`src/hdl/wlms_pkg.sv`:
```
package wlms_pkg;

	localparam int RADIUS    = 16;
	localparam int MAX_WIDTH = 1024;
	localparam int RING_ROWS = 3 * RADIUS + 1;
	localparam int MAX_ROWS  = 4095;

	localparam int COL_W   = $clog2(MAX_WIDTH);
	localparam int WIDTH_W = $clog2(MAX_WIDTH + 1);
	localparam int ROW_W   = $clog2(MAX_ROWS + 1);
	localparam int RING_W  = $clog2(RING_ROWS);
	localparam int ADDR_W  = RING_W + COL_W;
	localparam int DEPTH   = RING_ROWS * (2 ** COL_W);
	localparam int LIN_W   = $clog2(MAX_WIDTH * MAX_ROWS);
	localparam int PIX_W   = 8;
	localparam int CFG_W   = 12;

	localparam logic [1:0] REG_MIN_PEAK = 2'd0;
	localparam logic [1:0] REG_WIDTH    = 2'd1;
	localparam logic [1:0] REG_HEIGHT   = 2'd2;

	localparam logic MODE_PIXEL = 1'b0;
	localparam logic MODE_DRAIN = 1'b1;

	// one window evaluation request
	typedef struct packed {
		logic [RING_W-1:0]  ring;
		logic [ROW_W-1:0]   row;
		logic [COL_W-1:0]   col;
		logic [ROW_W-1:0]   h;
		logic [WIDTH_W-1:0] w;
		logic [PIX_W-1:0]   minv;
	} judge_cmd_t;

	typedef struct packed {
		logic             done;
		logic [PIX_W-1:0] result;
	} judge_rsp_t;

endpackage

```
`src/hdl/wlms_judge.sv`:
```
module wlms_judge (
	input  logic                        clk,
	input  logic                        arst_n,
	input  logic                        start,
	input  wlms_pkg::judge_cmd_t        cmd,
	output logic [wlms_pkg::ADDR_W-1:0] rd_addr,
	input  logic [wlms_pkg::PIX_W-1:0]  rd_data,
	output wlms_pkg::judge_rsp_t        rsp
);
	import wlms_pkg::*;

	typedef enum logic [1:0] {J_IDLE, J_CTR, J_CTRW, J_SCAN} jstate_t;

	jstate_t            state_q;
	logic [RING_W-1:0]  ctr_ring_q, yr_q;
	logic [COL_W-1:0]   ctr_col_q, x_q, c0_q, c1_q;
	logic [ROW_W-1:0]   y_q, r1_q;
	logic [PIX_W-1:0]   p_q, minv_q, result_q;
	logic               fail_q, done_q;
	logic               vld_s1, last_s1;

	logic [ROW_W-1:0]   r0, dr;
	logic [RING_W:0]    ring_up;
	logic [RING_W-1:0]  ring0;
	logic [ROW_W:0]     r_hi;
	logic [ROW_W-1:0]   r1;
	logic [WIDTH_W:0]   c_hi;
	logic [COL_W-1:0]   c0, c1;
	logic               x_end, scan_last, hit;

	// clipped window bounds for a new request
	always_comb begin
		dr      = (cmd.row >= ROW_W'(RADIUS)) ? ROW_W'(RADIUS) : cmd.row;
		r0      = cmd.row - dr;
		ring_up = (RING_W + 1)'(cmd.ring) + (RING_W + 1)'(RING_ROWS);
		ring0   = ({1'b0, cmd.ring} >= (RING_W + 1)'(dr))
			? RING_W'({1'b0, cmd.ring} - (RING_W + 1)'(dr))
			: RING_W'(ring_up - (RING_W + 1)'(dr));
		r_hi    = {1'b0, cmd.row} + (ROW_W + 1)'(RADIUS);
		r1      = (r_hi < {1'b0, cmd.h}) ? r_hi[ROW_W-1:0] : cmd.h - 1'b1;
		c0      = (cmd.col >= COL_W'(RADIUS)) ? cmd.col - COL_W'(RADIUS) : '0;
		c_hi    = (WIDTH_W + 1)'(cmd.col) + (WIDTH_W + 1)'(RADIUS);
		c1      = (c_hi < {1'b0, cmd.w}) ? c_hi[COL_W-1:0]
			: COL_W'(cmd.w - 1'b1);
	end

	assign x_end     = (x_q == c1_q);
	assign scan_last = x_end && (y_q == r1_q);
	assign hit       = vld_s1 && (rd_data > p_q);
	assign rd_addr   = (state_q == J_SCAN) ? {yr_q, x_q} : {ctr_ring_q, ctr_col_q};
	assign rsp       = '{done: done_q, result: result_q};

	always_ff @(posedge clk or negedge arst_n) begin
		if (!arst_n) begin
			state_q <= J_IDLE;
			vld_s1  <= 1'b0;
			last_s1 <= 1'b0;
			done_q  <= 1'b0;
			fail_q  <= 1'b0;
		end else begin
			done_q  <= 1'b0;
			vld_s1  <= (state_q == J_SCAN);
			last_s1 <= (state_q == J_SCAN) && scan_last;
			if (hit) begin
				fail_q <= 1'b1;
			end
			if (last_s1) begin
				done_q   <= 1'b1;
				result_q <= (fail_q || hit || (p_q < minv_q)) ? '0 : p_q;
			end
			unique case (state_q)
				J_IDLE: begin
					if (start) begin
						ctr_ring_q <= cmd.ring;
						ctr_col_q  <= cmd.col;
						minv_q     <= cmd.minv;
						y_q        <= r0;
						yr_q       <= ring0;
						r1_q       <= r1;
						x_q        <= c0;
						c0_q       <= c0;
						c1_q       <= c1;
						fail_q     <= 1'b0;
						state_q    <= J_CTR;
					end
				end
				J_CTR: state_q <= J_CTRW;
				J_CTRW: begin
					p_q     <= rd_data;
					state_q <= J_SCAN;
				end
				J_SCAN: begin
					if (x_end) begin
						x_q  <= c0_q;
						y_q  <= y_q + 1'b1;
						yr_q <= (yr_q == RING_W'(RING_ROWS - 1)) ? '0 : yr_q + 1'b1;
					end else begin
						x_q <= x_q + 1'b1;
					end
					if (scan_last) begin
						state_q <= J_IDLE;
					end
				end
				default: state_q <= J_IDLE;
			endcase
		end
	end

endmodule

```
`config.mk`:
```
export PLATFORM = sky130hd
export DESIGN_NAME = wlms_judge
export DESIGN_NICKNAME = d
export VERILOG_FILES = /design/src/hdl/wlms_pkg.sv /design/src/hdl/wlms_judge.sv
export SDC_FILE = /design/constraint.sdc
export NUM_CORES = 1
export LEC_CHECK = 0
export ABC_AREA = 1
export BUFFER_PORTS_ARGS = -buffer_cell sky130_fd_sc_hd__buf_4
export CAP_MARGIN = 20
export CORE_MARGIN = 5
export CORE_UTILIZATION = 30
export DETAILED_ROUTE_END_ITERATION = 7
export PLACE_DENSITY = 0.51
export SYNTH_ARGS = -nofsm -noshare
export SYNTH_HDL_FRONTEND = slang
export SYNTH_SLANG_ARGS = --single-unit
```
`constraint.sdc`:
```
create_clock -name clk -period 3.9 [get_ports clk]
set_input_delay 0.195 -clock clk [delete_from_list [all_inputs] [get_ports clk]]
set_output_delay 0.195 -clock clk [all_outputs]
set_load 0.01 [all_outputs]
```
==> out/qor.yml <==
clock_tree:
  cts-root-buf: "clkbuf_16"
  cts_tree: "done"
  clockBufferDepth: 2
  worstSkewPairLatency_ns: 0.35
  cts_setup_buffers: 0
  cts.sinks: 106
  cts.htree.levels: 3
  clkTransAtPathRegs_ns: 0.07
  cts_made_buffers: 9
timing:
  fmax_ghz: 0.357
  min_period_ns: 2.80
  setup_viol: 0
  setup_ws_ns: 1.10
  finalMaxSlewViolations: 0
  rsz0062_at_grt: "false"
  post-route-period-util_pct: 71.8
  fin_skew_ns: 0.0106
  fin_tns_setup_ns: 0
  hold_slack_ns: 0.0298
  slew_headroom_pct: 60.6
  tightest_slew_ns: 0.589
  finalHoldViolCount: 0
placement:
  place_hpwl_microns: 13300
  gp_congestion: 0.783
  place_ws_ns: 0.766
  portBuffers: 94
floorplan:
  ioPinCount: 95
  core-area_sq_um: 24300
  start_util_pct: 30.4
  die_h_microns: 167
  dieArea_sq_um: 27900
  num_rows: 57
  die_width_microns: 167
synthesis:
  ys_seq_area_share_pct: 42.6
  ys.flop_type: "edfxtp_1"
  synthTopCellsByCount: "nand2_1 (196), inv_1 (122), edfxtp_1 (100)"
  synthMostInstantiatedCell: "nand2_1"
  syn_area_sq_um: 7400
  synth_fp_nets: 1005
  yosys_warnings: 0
  yosys.area.top_type: "edfxtp_1"
  syn_inst: 867
  ys_ff_latch: 106
  synth.distinct_cells: 43
  netlist.area_leader.share_pct: 40.6
  netlist_top_cells_area: "edfxtp_1 (41%), ha_1 (11%), nand2_1 (9.9%)"
  syn_avg_cell_area_sq_um: 8.54
  synth_edf_count: 100
  ys_async_sr_fraction_pct: 5.66
power:
  p_sw_mw: 1.38
  power_frac_clock_pct: 22.2
  ir_worst_vdd_v: 0.000223
  intPower_mw: 2.51
  p_leak_nw: 3.94
  seq_power_share_pct: 43.1
  powerDensity_nw_per_um2: 441
  swShare_pct: 35.4
  power_frac_comb_pct: 34.8
  p_total_mw: 3.89
worst_setup_path:
  startpoint_type: "flop"
  crit_path_cell_trace: "ha_1 -> clkinv_1 -> buf_4 -> o21ai_0 -> buf_4"
  crit_fanout: 15
  rrSetupSlack_ns: 1.53
  cp.required_ns: 3.70
  cp.arrival_ns: 2.60
  criticalPathCategory: "flop to output pin"
  cp-end-kind: "output pin"
  slowest_stage: "clkinv_1"
  max_stage_delay_ns: 0.59
  crit_top_cell: "buf_4"
routing:
  drt_first_pass_iters: 4
  drc_errors: 0
  routed_wl_microns: 17100
  antenna_left: 0
  via_per_inst: 4.46
  wire_per_inst_microns: 13.3
  drt_iter0_markers: 290
  vias: 5757
cells_and_area:
  drive_gt1_share_pct: 14.7
  diodes: 0
  area_delta_synth_final_pct: 19.0
  layout.nets: 1101
global_route:
  grtUsageMet1_pct: 16.7
  grt_max_degree: 41
  grt_overflow_total: 0
  use_met2_pct: 20.2
  antenna_found_initial: 0
  grt_pass1_wl_microns: 27900
  grt_pass1_vias: 5499
  grt_usage_pct: 12.2
  use_met3_pct: 2.39
  busiest_layer: "met2"
outcome:
  status: "complete, no violations"
min_path:
  hold_path.class: "input pin to flop"
run:
  maxCapViolCount: 0
repair_timing:
| item | in CTS | in global routing |
|---|---|---|
| hold endpoints to repair | 10 | 0 |
| hold buffers | 5 | 0 |
| gates resized for setup | 0 | 0 |
layout by cell type (no fill, tap or decap), types with 12 or more instances in the layout:
cell	Yosys	final
ha_1	65	65
edfxtp_1	100	100
o211ai_1	12	12
xnor2_1	26	26
inv_1	122	122
nor2_1	71	70
o21ai_0	55	55
nand3_1	57	57
buf_4	1	99
nand2_1	196	196
xor2_1	36	36
a21oi_1	30	30
nand4_1	12	12
critical path, delay by kind of cell (launching register included):
family / cells / cell delay, ns
AOI/OAI and AO/OA: 1 / 0.22
adders and majority gates: 1 / 0.52
buffers and inverters: 3 / 1.12
DFF: 1 / 0.40
stage by stage:
step	cells	utilization, %	area, sq um
6_report	1292	36.2	8810
5_1_grt	1292	36.2	8810
4_1_cts	1292	36.2	8810
3_5_place_dp	1271	34.9	8490
3_3_place_gp	1271	34.9	8490
2_1_floorplan	867	-	7400
cell families after synthesis:
family / after synthesis / share of synthesized area [%]
xor+xnor: 62 / 7.34
flops: 106 / 42.6
other cells: 1 / 0.0507
buf+inv: 146 / 7.88
simple gates: 364 / 20.9
compound gates: 120 / 9.47
fa+ha+maj: 68 / 11.8
worst paths after layout:
check                                       start             endpoint  cells past startpoint
max reg2reg                state_q[1]$_DFFE_PN0P_     y_q[5]$_DFFE_PP_                      5
min reg2reg                     last_s1$_DFF_PN0_     done_q$_DFF_PN0_                      0
min                                        cmd[2]  minv_q[2]$_DFFE_PP_                      1
min in group asynchronous                  arst_n     fail_q$_DFF_PN0_                      2
max in group asynchronous                  arst_n     done_q$_DFF_PN0_                      2
max                        state_q[1]$_DFFE_PN0P_           rd_addr[8]                      5
power groups by stage:
stage | Combinational [mW] | Sequential (mW) | Clock, mW
after global placement | 1.37 | 1.70 | 0
after global routing | 1.56 | 1.70 | 0.950
after detailed placement | 1.38 | 1.70 | 0
after floorplan | 0.910 | 1.66 | 0
final | 1.35 | 1.67 | 0.861
after CTS | 1.39 | 1.68 | 0.903
sequential cells by signal, summed over array words and instances, names as in the netlist:
| register | cells |
|---|---|
| result_q | 8 |
| state_q | 2 |
| c0_q | 10 |
| done_q | 1 |
| vld_s1 | 1 |
| p_q | 8 |
| last_s1 | 1 |
| yr_q | 6 |
| ctr_col_q | 10 |
| y_q | 12 |
| r1_q | 12 |
| c1_q | 10 |
| minv_q | 8 |
| ctr_ring_q | 6 |
| fail_q | 1 |
| x_q | 10 |
per-layer routing:
| layer | wire length, microns | vias to the layer above |
|---|---|---|
| met2 | 8020 | 74 |
| met1 | 8410 | 2607 |
| met4 | 157 | 0 |
| met5 | 0 | - |
| li1 | - | 3066 |
| met3 | 526 | 10 |
cell type report:
class                           count  area [sq um]
Clock inverter                      6          43.8
Timing Repair Buffer              106           833
Multi-Input combinational cell    615          3680
Tap cell                          324           405
Sequential cell                   106          3150
Clock buffer                       10           229
Fill cell                        2566         15500
Inverter                          125           469
No activity file was read; power rests on OpenSTA's default activity.
